### src/rtl/wpm_pkg.sv
// Shared types, constants and helper functions of the windowed peak/RMS level meter.
package wpm_pkg;

  localparam int MAX_CHANNELS = 8;
  localparam int SAMPLE_BITS  = 24;
  localparam int MAX_WINDOW   = 2048;

  localparam int CH_BITS    = $clog2(MAX_CHANNELS);
  localparam int CHANS_BITS = CH_BITS + 1;
  localparam int POS_BITS   = $clog2(MAX_WINDOW);
  localparam int LEN_BITS   = POS_BITS + 1;
  localparam int SQ_BITS    = 2 * SAMPLE_BITS;
  localparam int SUM_BITS   = 64;
  localparam int ROOT_BITS  = SUM_BITS / 2;
  localparam int STEP_BITS  = $clog2(SUM_BITS);

  localparam int QUEUE_DEPTH = 4;
  localparam int QPTR_BITS   = $clog2(QUEUE_DEPTH);

  localparam int CFG_IDX_BITS  = 4;
  localparam int CFG_DATA_BITS = 16;

  // Register indexes of the configuration port
  localparam logic [CFG_IDX_BITS-1:0] CFG_WINDOW_LENGTH   = CFG_IDX_BITS'(0);
  localparam logic [CFG_IDX_BITS-1:0] CFG_CHANNELS_IN_USE = CFG_IDX_BITS'(1);

  localparam logic [LEN_BITS-1:0]   WINDOW_RESET = LEN_BITS'(480);
  localparam logic [CHANS_BITS-1:0] CHANS_RESET  = CHANS_BITS'(2);

  // Input mode codes
  localparam logic MODE_SAMPLE = 1'b0;
  localparam logic MODE_FLUSH  = 1'b1;

  typedef enum logic {
    CMD_SAMPLE,
    CMD_FLUSH
  } cmd_op_t;

  // One work item handed from the front end to the back end
  typedef struct packed {
    cmd_op_t                  op;
    logic [CH_BITS-1:0]       channel;
    logic [SAMPLE_BITS-1:0]   mag;
    logic                     window_end;
  } cmd_t;

  // Effective (clamped) configuration
  typedef struct packed {
    logic [LEN_BITS-1:0]   len;
    logic [CHANS_BITS-1:0] chans;
  } cfg_t;

  // Clamp window length to 1..MAX_WINDOW
  function automatic logic [LEN_BITS-1:0] eff_len(input logic [LEN_BITS-1:0] raw);
    logic [LEN_BITS-1:0] r;
    if (raw == '0) begin
      r = LEN_BITS'(1);
    end else if (raw > LEN_BITS'(MAX_WINDOW)) begin
      r = LEN_BITS'(MAX_WINDOW);
    end else begin
      r = raw;
    end
    return r;
  endfunction

  // Clamp channel count to 1..MAX_CHANNELS
  function automatic logic [CHANS_BITS-1:0] eff_chans(input logic [CHANS_BITS-1:0] raw);
    logic [CHANS_BITS-1:0] r;
    if (raw == '0) begin
      r = CHANS_BITS'(1);
    end else if (raw > CHANS_BITS'(MAX_CHANNELS)) begin
      r = CHANS_BITS'(MAX_CHANNELS);
    end else begin
      r = raw;
    end
    return r;
  endfunction

  // Absolute value; the most negative code maps to its unsigned magnitude
  function automatic logic [SAMPLE_BITS-1:0] magnitude(input logic [SAMPLE_BITS-1:0] s);
    logic [SAMPLE_BITS-1:0] m;
    if (s[SAMPLE_BITS-1]) begin
      m = SAMPLE_BITS'(~s + 1'b1);
    end else begin
      m = s;
    end
    return m;
  endfunction

endpackage

### src/rtl/wpm_sample_if.sv
// Input channel carrying audio samples and hold flush ticks.
interface wpm_sample_if import wpm_pkg::*; ();
  logic                          valid;
  logic                          ready;
  logic                          mode;
  logic [CH_BITS-1:0]            channel;
  logic signed [SAMPLE_BITS-1:0] sample;

  modport source (output valid, output mode, output channel, output sample, input ready);
  modport sink   (input valid, input mode, input channel, input sample, output ready);
endinterface

### src/rtl/wpm_level_if.sv
// Output channel carrying per-channel level results.
interface wpm_level_if import wpm_pkg::*; ();
  logic                   valid;
  logic                   ready;
  logic [CH_BITS-1:0]     out_channel;
  logic [SAMPLE_BITS-1:0] peak;
  logic [SAMPLE_BITS-1:0] rms;
  logic [SAMPLE_BITS-1:0] held_peak;
  logic                   last;

  modport source (output valid, output out_channel, output peak, output rms,
                  output held_peak, output last, input ready);
  modport sink   (input valid, input out_channel, input peak, input rms,
                  input held_peak, input last, output ready);
endinterface

### src/rtl/wpm_cfg_if.sv
// Configuration write channel.
interface wpm_cfg_if import wpm_pkg::*; ();
  logic                     valid;
  logic                     ready;
  logic [CFG_IDX_BITS-1:0]  index;
  logic [CFG_DATA_BITS-1:0] data;

  modport source (output valid, output index, output data, input ready);
  modport sink   (input valid, input index, input data, output ready);
endinterface

### src/rtl/wpm_front.sv
// Front end: accepts items, classifies them and tracks the frame position of the window.
module wpm_front import wpm_pkg::*; (
  input  logic          clk,
  input  logic          rst,
  wpm_sample_if.sink    samples,
  input  cfg_t          cfg,
  input  logic          queue_full,
  output logic          push,
  output cmd_t          push_cmd
);

  logic [POS_BITS-1:0] frame_pos;
  logic [LEN_BITS-1:0] pos_inc;
  logic [CH_BITS-1:0]  last_ch;
  logic                accept;
  logic                is_flush;
  logic                active;
  logic                frame_end;
  logic                window_end;

  assign samples.ready = !queue_full;
  assign accept        = samples.valid && samples.ready;

  // Classify the item
  assign is_flush   = (samples.mode == MODE_FLUSH);
  assign active     = ({1'b0, samples.channel} < cfg.chans);
  assign last_ch    = CH_BITS'(cfg.chans - 1'b1);
  assign frame_end  = (samples.channel == last_ch);
  assign pos_inc    = {1'b0, frame_pos} + 1'b1;
  assign window_end = frame_end && (pos_inc >= cfg.len);

  // Queue flush ticks and active samples; drop inactive channels
  assign push = accept && (is_flush || active);

  always_comb begin
    push_cmd.op         = is_flush ? CMD_FLUSH : CMD_SAMPLE;
    push_cmd.channel    = samples.channel;
    push_cmd.mag        = magnitude(samples.sample);
    push_cmd.window_end = !is_flush && window_end;
  end

  // Advance the frame count on each completed frame, wrap at window end
  always_ff @(posedge clk) begin
    if (rst) begin
      frame_pos <= '0;
    end else if (accept && !is_flush && active && frame_end) begin
      frame_pos <= window_end ? '0 : pos_inc[POS_BITS-1:0];
    end
  end

endmodule

### src/rtl/wpm_queue.sv
// Short command queue between the front end and the back end.
module wpm_queue import wpm_pkg::*; (
  input  logic clk,
  input  logic rst,
  input  logic push,
  input  cmd_t push_cmd,
  output logic full,
  input  logic pop,
  output cmd_t pop_cmd,
  output logic not_empty
);

  cmd_t                entries [QUEUE_DEPTH];
  logic [QPTR_BITS-1:0] wr_ptr;
  logic [QPTR_BITS-1:0] rd_ptr;
  logic [QPTR_BITS:0]   count;
  logic                 do_push;
  logic                 do_pop;

  assign full      = (count == (QPTR_BITS+1)'(QUEUE_DEPTH));
  assign not_empty = (count != '0);
  assign pop_cmd   = entries[rd_ptr];
  assign do_push   = push && !full;
  assign do_pop    = pop && not_empty;

  // Store payload at the write pointer
  always_ff @(posedge clk) begin
    if (do_push) begin
      entries[wr_ptr] <= push_cmd;
    end
  end

  // Advance pointers and fill count
  always_ff @(posedge clk) begin
    if (rst) begin
      wr_ptr <= '0;
      rd_ptr <= '0;
      count  <= '0;
    end else begin
      if (do_push) begin
        wr_ptr <= wr_ptr + 1'b1;
      end
      if (do_pop) begin
        rd_ptr <= rd_ptr + 1'b1;
      end
      if (do_push && !do_pop) begin
        count <= count + 1'b1;
      end else if (do_pop && !do_push) begin
        count <= count - 1'b1;
      end
    end
  end

endmodule

### src/rtl/wpm_rms_unit.sv
// Iterative mean and root unit: divides a square sum by the window length, one quotient
// bit per cycle, then takes the floor square root, one root bit per cycle.
module wpm_rms_unit import wpm_pkg::*; (
  input  logic                   clk,
  input  logic                   rst,
  input  logic                   start,
  input  logic [SUM_BITS-1:0]    sum,
  input  logic [LEN_BITS-1:0]    len,
  output logic                   done,
  output logic [SAMPLE_BITS-1:0] rms
);

  typedef enum logic [1:0] {
    R_IDLE,
    R_DIV,
    R_SQRT
  } rstate_t;

  rstate_t               state;
  logic [SUM_BITS-1:0]   work;
  logic [LEN_BITS-1:0]   divisor;
  logic [LEN_BITS-1:0]   rem_d;
  logic [ROOT_BITS-1:0]  root;
  logic [ROOT_BITS-1:0]  rem_s;
  logic [STEP_BITS-1:0]  step;

  logic [LEN_BITS:0]     div_shift;
  logic [LEN_BITS:0]     div_diff;
  logic                  div_bit;
  logic [ROOT_BITS+1:0]  sq_shift;
  logic [ROOT_BITS+1:0]  sq_trial;
  logic [ROOT_BITS+1:0]  sq_diff;
  logic                  sq_bit;

  // One restoring divide step
  always_comb begin
    div_shift = {rem_d, work[SUM_BITS-1]};
    div_diff  = div_shift - {1'b0, divisor};
    div_bit   = (div_shift >= {1'b0, divisor});
  end

  // One digit-pair square root step
  always_comb begin
    sq_shift = {rem_s, work[SUM_BITS-1 -: 2]};
    sq_trial = {root, 2'b01};
    sq_diff  = sq_shift - sq_trial;
    sq_bit   = (sq_shift >= sq_trial);
  end

  assign rms = root[SAMPLE_BITS-1:0];

  always_ff @(posedge clk) begin
    if (rst) begin
      state <= R_IDLE;
      done  <= 1'b0;
    end else begin
      done <= 1'b0;
      case (state)
        R_IDLE: begin
          if (start) begin
            work    <= sum;
            divisor <= len;
            rem_d   <= '0;
            step    <= STEP_BITS'(SUM_BITS - 1);
            state   <= R_DIV;
          end
        end
        R_DIV: begin
          // Shift the quotient bit in as the dividend bit leaves
          rem_d <= div_bit ? div_diff[LEN_BITS-1:0] : div_shift[LEN_BITS-1:0];
          work  <= {work[SUM_BITS-2:0], div_bit};
          if (step == '0) begin
            root  <= '0;
            rem_s <= '0;
            step  <= STEP_BITS'(ROOT_BITS - 1);
            state <= R_SQRT;
          end else begin
            step <= step - 1'b1;
          end
        end
        R_SQRT: begin
          rem_s <= sq_bit ? sq_diff[ROOT_BITS-1:0] : sq_shift[ROOT_BITS-1:0];
          root  <= {root[ROOT_BITS-2:0], sq_bit};
          work  <= {work[SUM_BITS-3:0], 2'b00};
          if (step == '0) begin
            done  <= 1'b1;
            state <= R_IDLE;
          end else begin
            step <= step - 1'b1;
          end
        end
        default: begin
          state <= R_IDLE;
        end
      endcase
    end
  end

endmodule

### src/rtl/wpm_back.sv
// Back end: updates per-channel accumulators and emits the level results at window end.
module wpm_back import wpm_pkg::*; (
  input  logic        clk,
  input  logic        rst,
  input  cfg_t        cfg,
  input  logic        cmd_valid,
  input  cmd_t        cmd,
  output logic        pop,
  wpm_level_if.source levels
);

  typedef enum logic [2:0] {
    S_IDLE,
    S_ACCUM,
    S_RMS_START,
    S_RMS_WAIT,
    S_EMIT
  } bstate_t;

  bstate_t                state;
  cmd_t                   cur;
  logic [SQ_BITS-1:0]     square;
  logic [CH_BITS-1:0]     idx;
  logic [SAMPLE_BITS-1:0] rms_val;
  logic [SAMPLE_BITS-1:0] peak_acc [MAX_CHANNELS];
  logic [SUM_BITS-1:0]    sum_acc  [MAX_CHANNELS];
  logic [SAMPLE_BITS-1:0] held     [MAX_CHANNELS];

  logic [SUM_BITS:0]      sum_ext;
  logic [SUM_BITS-1:0]    sum_sat;
  logic [SAMPLE_BITS-1:0] held_new;
  logic [CH_BITS-1:0]     last_ch;
  logic                   out_free;
  logic                   rms_start;
  logic                   rms_done;
  logic [SAMPLE_BITS-1:0] rms_root;

  assign pop       = (state == S_IDLE) && cmd_valid;
  assign last_ch   = CH_BITS'(cfg.chans - 1'b1);
  assign out_free  = !levels.valid || levels.ready;
  assign rms_start = (state == S_RMS_START);

  // Saturating add of the registered square
  always_comb begin
    sum_ext = {1'b0, sum_acc[cur.channel]} + (SUM_BITS+1)'(square);
    sum_sat = sum_ext[SUM_BITS] ? '1 : sum_ext[SUM_BITS-1:0];
  end

  // Held peak including the finished window
  assign held_new = (peak_acc[idx] > held[idx]) ? peak_acc[idx] : held[idx];

  wpm_rms_unit u_rms (
    .clk   (clk),
    .rst   (rst),
    .start (rms_start),
    .sum   (sum_acc[idx]),
    .len   (cfg.len),
    .done  (rms_done),
    .rms   (rms_root)
  );

  always_ff @(posedge clk) begin
    if (rst) begin
      state        <= S_IDLE;
      levels.valid <= 1'b0;
      idx          <= '0;
      for (int i = 0; i < MAX_CHANNELS; i++) begin
        peak_acc[i] <= '0;
        sum_acc[i]  <= '0;
        held[i]     <= '0;
      end
    end else begin
      // Drop the result once taken, unless the emit state loads the next one
      if (levels.valid && levels.ready && state != S_EMIT) begin
        levels.valid <= 1'b0;
      end
      case (state)
        S_IDLE: begin
          if (cmd_valid) begin
            cur <= cmd;
            if (cmd.op == CMD_FLUSH) begin
              for (int i = 0; i < MAX_CHANNELS; i++) begin
                held[i] <= '0;
              end
            end else begin
              if (cmd.mag > peak_acc[cmd.channel]) begin
                peak_acc[cmd.channel] <= cmd.mag;
              end
              square <= cmd.mag * cmd.mag;
              state  <= S_ACCUM;
            end
          end
        end
        S_ACCUM: begin
          sum_acc[cur.channel] <= sum_sat;
          if (cur.window_end) begin
            idx   <= '0;
            state <= S_RMS_START;
          end else begin
            state <= S_IDLE;
          end
        end
        S_RMS_START: begin
          state <= S_RMS_WAIT;
        end
        S_RMS_WAIT: begin
          if (rms_done) begin
            rms_val <= rms_root;
            state   <= S_EMIT;
          end
        end
        S_EMIT: begin
          if (out_free) begin
            levels.valid       <= 1'b1;
            levels.out_channel <= idx;
            levels.peak        <= peak_acc[idx];
            levels.rms         <= rms_val;
            levels.held_peak   <= held_new;
            levels.last        <= (idx == last_ch);
            held[idx]          <= held_new;
            if (idx == last_ch) begin
              // Window done: clear every accumulator
              for (int i = 0; i < MAX_CHANNELS; i++) begin
                peak_acc[i] <= '0;
                sum_acc[i]  <= '0;
              end
              state <= S_IDLE;
            end else begin
              idx   <= idx + 1'b1;
              state <= S_RMS_START;
            end
          end
        end
        default: begin
          state <= S_IDLE;
        end
      endcase
    end
  end

endmodule

### src/rtl/windowed_peak_rms_meter_core.sv
// Top level of the windowed peak/RMS level meter with peak hold.
//
//   port     | dir  | payload                                   | accepted when
//   ---------+------+-------------------------------------------+---------------------
//   samples  | in   | mode, channel, sample                     | valid && ready
//   levels   | out  | out_channel, peak, rms, held_peak, last   | valid && ready
//   cfg      | in   | index, data                               | valid && ready
//
// In the back end a sample is squared, then accumulated; a flush tick is handled when popped.
// At a window end each active channel takes 64 divide steps and 32 root
// steps in the shared mean/root unit, plus start, capture and emit.
// A 4-entry command queue lets samples keep arriving while the back end works.
// Reset (rst, synchronous) clears registers to their defaults and all accumulators.
// levels holds its result while ready is low; the back end stalls until it is taken.
module windowed_peak_rms_meter_core import wpm_pkg::*; (
  input logic         clk,
  input logic         rst,
  wpm_sample_if.sink  samples,
  wpm_level_if.source levels,
  wpm_cfg_if.sink     cfg
);

  logic [LEN_BITS-1:0]   window_length;
  logic [CHANS_BITS-1:0] channels_in_use;
  cfg_t                  cfg_eff;
  logic                  push;
  cmd_t                  push_cmd;
  logic                  queue_full;
  logic                  pop;
  cmd_t                  pop_cmd;
  logic                  cmd_valid;

  assign cfg.ready = 1'b1;

  // Write configuration registers
  always_ff @(posedge clk) begin
    if (rst) begin
      window_length   <= WINDOW_RESET;
      channels_in_use <= CHANS_RESET;
    end else if (cfg.valid) begin
      case (cfg.index)
        CFG_WINDOW_LENGTH:   window_length   <= cfg.data[LEN_BITS-1:0];
        CFG_CHANNELS_IN_USE: channels_in_use <= cfg.data[CHANS_BITS-1:0];
        default: ;
      endcase
    end
  end

  // Clamp to the supported range
  assign cfg_eff.len   = eff_len(window_length);
  assign cfg_eff.chans = eff_chans(channels_in_use);

  wpm_front u_front (
    .clk        (clk),
    .rst        (rst),
    .samples    (samples),
    .cfg        (cfg_eff),
    .queue_full (queue_full),
    .push       (push),
    .push_cmd   (push_cmd)
  );

  wpm_queue u_queue (
    .clk       (clk),
    .rst       (rst),
    .push      (push),
    .push_cmd  (push_cmd),
    .full      (queue_full),
    .pop       (pop),
    .pop_cmd   (pop_cmd),
    .not_empty (cmd_valid)
  );

  wpm_back u_back (
    .clk       (clk),
    .rst       (rst),
    .cfg       (cfg_eff),
    .cmd_valid (cmd_valid),
    .cmd       (pop_cmd),
    .pop       (pop),
    .levels    (levels)
  );

endmodule
### src/flat_wrapper.sv
// flat-port wrapper written by rule: the top's interface ports become plain ports
module windowed_peak_rms_meter_core_flat import wpm_pkg::*;
  (clk, rst, samples_valid, samples_mode, samples_channel, samples_sample, samples_ready, levels_valid, levels_out_channel, levels_peak, levels_rms, levels_held_peak, levels_last, levels_ready, cfg_valid, cfg_index, cfg_data, cfg_ready);
  wpm_sample_if samples_i ();
  wpm_level_if levels_i ();
  wpm_cfg_if cfg_i ();
  input logic clk;
  input logic rst;
  input wire logic [$bits(samples_i.valid)-1:0] samples_valid;
  input wire logic [$bits(samples_i.mode)-1:0] samples_mode;
  input wire logic [$bits(samples_i.channel)-1:0] samples_channel;
  input wire logic [$bits(samples_i.sample)-1:0] samples_sample;
  output wire logic [$bits(samples_i.ready)-1:0] samples_ready;
  output wire logic [$bits(levels_i.valid)-1:0] levels_valid;
  output wire logic [$bits(levels_i.out_channel)-1:0] levels_out_channel;
  output wire logic [$bits(levels_i.peak)-1:0] levels_peak;
  output wire logic [$bits(levels_i.rms)-1:0] levels_rms;
  output wire logic [$bits(levels_i.held_peak)-1:0] levels_held_peak;
  output wire logic [$bits(levels_i.last)-1:0] levels_last;
  input wire logic [$bits(levels_i.ready)-1:0] levels_ready;
  input wire logic [$bits(cfg_i.valid)-1:0] cfg_valid;
  input wire logic [$bits(cfg_i.index)-1:0] cfg_index;
  input wire logic [$bits(cfg_i.data)-1:0] cfg_data;
  output wire logic [$bits(cfg_i.ready)-1:0] cfg_ready;
  assign samples_i.valid = samples_valid;
  assign samples_i.mode = samples_mode;
  assign samples_i.channel = samples_channel;
  assign samples_i.sample = samples_sample;
  assign samples_ready = samples_i.ready;
  assign levels_valid = levels_i.valid;
  assign levels_out_channel = levels_i.out_channel;
  assign levels_peak = levels_i.peak;
  assign levels_rms = levels_i.rms;
  assign levels_held_peak = levels_i.held_peak;
  assign levels_last = levels_i.last;
  assign levels_i.ready = levels_ready;
  assign cfg_i.valid = cfg_valid;
  assign cfg_i.index = cfg_index;
  assign cfg_i.data = cfg_data;
  assign cfg_ready = cfg_i.ready;
  windowed_peak_rms_meter_core u_core (.clk(clk), .rst(rst), .samples(samples_i), .levels(levels_i), .cfg(cfg_i));
endmodule
### config.mk
export PLATFORM = sky130hd
export DESIGN_NAME = windowed_peak_rms_meter_core_flat
export DESIGN_NICKNAME = d
export VERILOG_FILES = /design/src/rtl/wpm_pkg.sv /design/src/rtl/wpm_sample_if.sv /design/src/rtl/wpm_level_if.sv /design/src/rtl/wpm_cfg_if.sv /design/src/rtl/wpm_front.sv /design/src/rtl/wpm_queue.sv /design/src/rtl/wpm_rms_unit.sv /design/src/rtl/wpm_back.sv /design/src/rtl/windowed_peak_rms_meter_core.sv /design/src/flat_wrapper.sv
export SDC_FILE = /design/constraint.sdc
export NUM_CORES = 2
export LEC_CHECK = 0
export ABC_AREA = 1
export BUFFER_PORTS_ARGS = -buffer_cell sky130_fd_sc_hd__clkbuf_2
export CAP_MARGIN = 20
export CORE_UTILIZATION = 46
export CTS_CLUSTER_DIAMETER = 200
export DETAILED_ROUTE_END_ITERATION = 16
export MAX_ROUTING_LAYER = met4
export PLACE_DENSITY = 0.65
export SYNTH_ARGS = -nofsm -noshare
export SYNTH_HDL_FRONTEND = slang
export SYNTH_SLANG_ARGS = --single-unit
export TNS_END_PERCENT = 5
### constraint.sdc
create_clock -name clk -period 19.6 [get_ports clk]
set_clock_uncertainty 0.1 [all_clocks]
set_input_delay 1.96 -clock clk [delete_from_list [all_inputs] [get_ports clk]]
set_output_delay 1.96 -clock clk [all_outputs]
set_load 0.005 [all_outputs]
==> reports/summary.json <==
{
  "firstDrtPassIters": {"value": 8},
  "ctsHtreeMaxLevel": {"value": 4},
  "die_height": {"value": 440.2, "unit": "um"},
  "worst_hold_slack": {"value": 0.3161, "unit": "ns"},
  "post-dp-hpwl": {"value": 182.1, "unit": "mm"},
  "synth_common_cells": {"value": "nor2_1 (1,557), inv_1 (1,519), edfxtp_1 (1,321), nand2_1 (1,228), o21ai_0 (849)"},
  "clock_pin_slew_reported_for_the_worst_setup_and_hold_paths_after_clock_tree_synthesis": {"value": 0.06, "unit": "ns"},
  "placement.io_buffers": {"value": 126},
  "worst-setup-path-type": {"value": "register to register"},
  "final-max-slew-violation-count": {"value": 0},
  "reg2reg_depth": {"value": 32},
  "average_wire_per_standard_cell": {"value": 22.53, "unit": "um"},
  "overflow": {"value": 0},
  "initial_core_util": {"value": 0.4639},
  "tritoncts_clock_tree": {"value": "done"},
  "clock-sinks": {"value": 1373},
  "slew-limit-headroom": {"value": 0.2208},
  "post_synth.cell_area_avg": {"value": 9.080, "unit": "sq um"},
  "num_rows": {"value": 160},
  "run_status": {"value": "complete, no violations"},
  "synthesis.instances": {"value": 9728},
  "die_width": {"value": 440.2, "unit": "um"},
  "cts-resized-gates": {"value": 0},
  "yosysMostFrequentCell": {"value": "nor2_1"},
  "postSynth.asyncResetShare": {"value": 0},
  "syn-cell-area": {"value": 0.08833, "unit": "sq mm"},
  "max-cap-violations": {"value": 0},
  "hold_viol_final": {"value": 0},
  "share_of_final_layout_standard_cells_stronger_than_drive_strength_1": {"value": 0.06727},
  "detail_route.drc_violations": {"value": 0},
  "yosys_most_used_dff": {"value": "edfxtp_1"},
  "synth_fp_nets": {"value": 10547},
  "timing.critical_path.required": {"value": 20.06, "unit": "ns"},
  "hold_class": {"value": "register to register"},
  "dieArea": {"value": 0.1938, "unit": "sq mm"},
  "clock_path_buffers": {"value": 3},
  "finalCriticalPeriod": {"value": 9.380, "unit": "ns"},
  "antenna_violations_before_repair": {"value": 4},
  "grt_setup_unrepaired": {"value": "no"},
  "area_growth_syn_to_layout": {"value": 8.814, "unit": "%"},
  "route.detailed.vias_per_inst": {"value": 5.745},
  "post_cts.repair.setup_buffers": {"value": 0},
  "layout_worst_path_cycle_share": {"value": 0.4786},
  "cell_type_with_the_largest_total_area_after_synthesis": {"value": "edfxtp_1"},
  "data_arrival_at_the_endpoint_of_the_critical_path": {"value": 9.84, "unit": "ns"},
  "global_route.usage.total": {"value": 0.2924},
  "worst_hold_endpoint": {"value": "u_core.u_back.levels.rms[6]"},
  "finish.utilization": {"value": 0.5048},
  "cp_common_cell": {"value": "fa_1"},
  "portion_of_synthesized_cell_area_occupied_by_the_leading_cell_type": {"value": 0.4491},
  "seq_area_frac_synth": {"value": 0.4609},
  "cts_made_buffers": {"value": 151},
  "clk_latency": {"value": 0.82, "unit": "ns"},
  "min-delay-start": {"value": "u_core.u_back.rms_val[6]"},
  "r2r_setup_slack": {"value": 10.22, "unit": "ns"},
  "synth-seq-cells": {"value": 1373},
  "grt_pass1_wl": {"value": 416.6, "unit": "mm"},
  "route.antenna.remaining_nets": {"value": 0},
  "ys.warnings.count": {"value": 0},
  "synth_top_cells_by_area": {"value": "edfxtp_1 (45%), fa_1 (9.6%), nor2_1 (6.6%)"},
  "cts_hold_repair.buffers": {"value": 0},
  "critPathMaxStageDelay": {"value": 0.79, "unit": "ns"},
  "timing.setup.tns": {"value": 0, "unit": "ns"},
  "report.final.setup_viol": {"value": 0},
  "final_net_count": {"value": 10481},
  "r2r-end": {"value": "u_core.u_back.square[43]"},
  "yosysUniqueCellTypes": {"value": 64},
  "synth_edf_count": {"value": 1321},
  "place.gp.congestion": {"value": 0.9900},
  "clock.fmax": {"value": 106.6, "unit": "MHz"},
  "critPathLaunchType": {"value": "register"},
  "coreArea": {"value": 0.1904, "unit": "sq mm"},
  "worst_setup_path_end_kind": {"value": "register"},
  "grt_max_degree": {"value": 191},
  "initialDrtViolationCount": {"value": 7725},
  "io_pins": {"value": 132},
  "actual_transition_at_the_worst_max_transition_pin": {"value": 1.169, "unit": "ns"},
  "number_of_global_route_vias_before_repair": {"value": 69536},
  "route.final.wire_length": {"value": 277.0, "unit": "mm"},
  "via_count_of_the_routed_design": {"value": 70635},
  "critPathSlowestCell": {"value": "clkinv_1"},
  "cp_max_fo": {"value": 59},
  "cts-root-buf": {"value": "clkbuf_16"},
  "hold_path_depth": {"value": 0}
}
[metrics by stage]
| step | area, sq um | setup WS [ns] | cells |
|---|---|---|---|
| final | 96110 | 10.22 | 12295 |
| after CTS | 96090 | 10.24 | 12291 |
| after global placement | 91270 | 10.22 | 12017 |
| after detailed placement | 91300 | 10.24 | 12019 |
| after global routing | 96110 | 9.748 | 12294 |
| after floorplan | 88330 | 10.07 | 9728 |
[metal layers]
metal | vias up | global-route usage | part of all wire
li1 | 32286 | - | -
met3 | 680 | 0.03957 | 0.084
met1 | 34241 | 0.3738 | 0.40
met4 | 0 | 0.1288 | 0.048
met5 | - | - | 0
met2 | 3428 | 0.4646 | 0.47
[registers in the layout, indices dropped and copies added, names as in the netlist, 3 cells and up, named ones only]
name                              flops
u_core.u_back.levels.rms             24
u_core.u_queue.entries              116
u_core.u_back.state                   3
u_core.u_back.levels.held_peak       24
u_core.u_back.u_rms.rem_s            32
u_core.channels_in_use                4
u_core.u_back.u_rms.rem_d            12
u_core.u_back.sum_acc               512
u_core.u_back.square                 47
u_core.u_back.u_rms.root             32
u_core.u_back.held                  192
u_core.u_back.cur                     4
u_core.u_back.peak_acc              192
u_core.u_back.levels.peak            24
u_core.u_back.u_rms.divisor          12
u_core.u_back.rms_val                24
u_core.u_back.u_rms.step              6
u_core.u_front.frame_pos             11
u_core.u_back.u_rms.work             64
u_core.u_queue.count                  3
u_core.u_back.levels.out_channel      3
u_core.window_length                 12
u_core.u_back.idx                     3
[worst max-delay path, delay by kind of cell, from the launching register on]
family / cells / cell delay [ns]
AOI/OAI and AO/OA: 6 / 1.18
xor gates and xnor gates: 1 / 0.14
adders and majority gates: 8 / 3.65
buffers and inverters: 11 / 2.71
DFF: 1 / 0.31
and+or+nand+nor: 6 / 0.88
[cell type report]
class | count | area [sq um]
multi-input cells | 6291 | 39700
well taps | 2511 | 3142
inverters | 1562 | 5874
fillers | 17278 | 94270
clock buffers | 178 | 3954
flip-flops and latches | 1373 | 40730
repair buffers | 283 | 1871
clock inverters | 94 | 832.0
diodes | 3 | 7.507
[layout by cell type (no fill, tap or decap), types with 9 or more instances in the layout]
| master | n |
|---|---|
| a211oi_1 | 9 |
| a21o_1 | 25 |
| a21oi_1 | 618 |
| a221oi_1 | 29 |
| a22oi_1 | 22 |
| a31oi_1 | 90 |
| a32oi_1 | 10 |
| a32oi_2 | 11 |
| buf_4 | 151 |
| clkbuf_1 | 23 |
| clkbuf_16 | 154 |
| clkbuf_2 | 126 |
| clkinv_1 | 48 |
| clkinv_2 | 25 |
| dfxtp_1 | 45 |
| edfxtp_1 | 1321 |
| fa_1 | 424 |
| ha_1 | 341 |
| inv_1 | 1508 |
| inv_2 | 40 |
| nand2_1 | 1214 |
| nand2_2 | 20 |
| nand3_1 | 272 |
| nand3b_1 | 14 |
| nand4_1 | 49 |
| nor2_1 | 1551 |
| nor2_2 | 24 |
| nor2_4 | 12 |
| nor3_1 | 43 |
| nor4_1 | 12 |
| o211ai_1 | 219 |
| o21a_1 | 16 |
| o21ai_0 | 848 |
| o21ai_1 | 21 |
| o21bai_1 | 18 |
| o221ai_1 | 87 |
| o22ai_1 | 54 |
| xnor2_1 | 65 |
| xor2_1 | 91 |
[cell families after synthesis]
family / after synthesis / synth area share
compound gates: 2112 / 0.1387
xor+xnor: 156 / 0.01547
fa+ha+maj: 766 / 0.1445
buf+inv: 2064 / 0.09124
flops: 1373 / 0.4609
mux: 1 / 0.0001133
other cells: 1 / 0.00004246
simple gates: 3255 / 0.1490
[worst max path at each step]
stage	slack, ns	to	depth (start not counted)	start
2_1_floorplan	10.07	u_core.u_back.held[0][0]	7	rst
3_3_place_gp	10.22	u_core.u_back.square[43]	34	register
6_report	10.22	u_core.u_back.square[43]	32	register
4_1_cts	10.24	u_core.u_back.square[43]	32	register
5_1_grt	9.75	u_core.u_back.square[43]	34	register
3_5_place_dp	10.24	u_core.u_back.square[43]	32	register
Power is left out: the tool's default activity adds up to more than one toggle a clock period on the data nets, which glitch-free logic cannot reach.
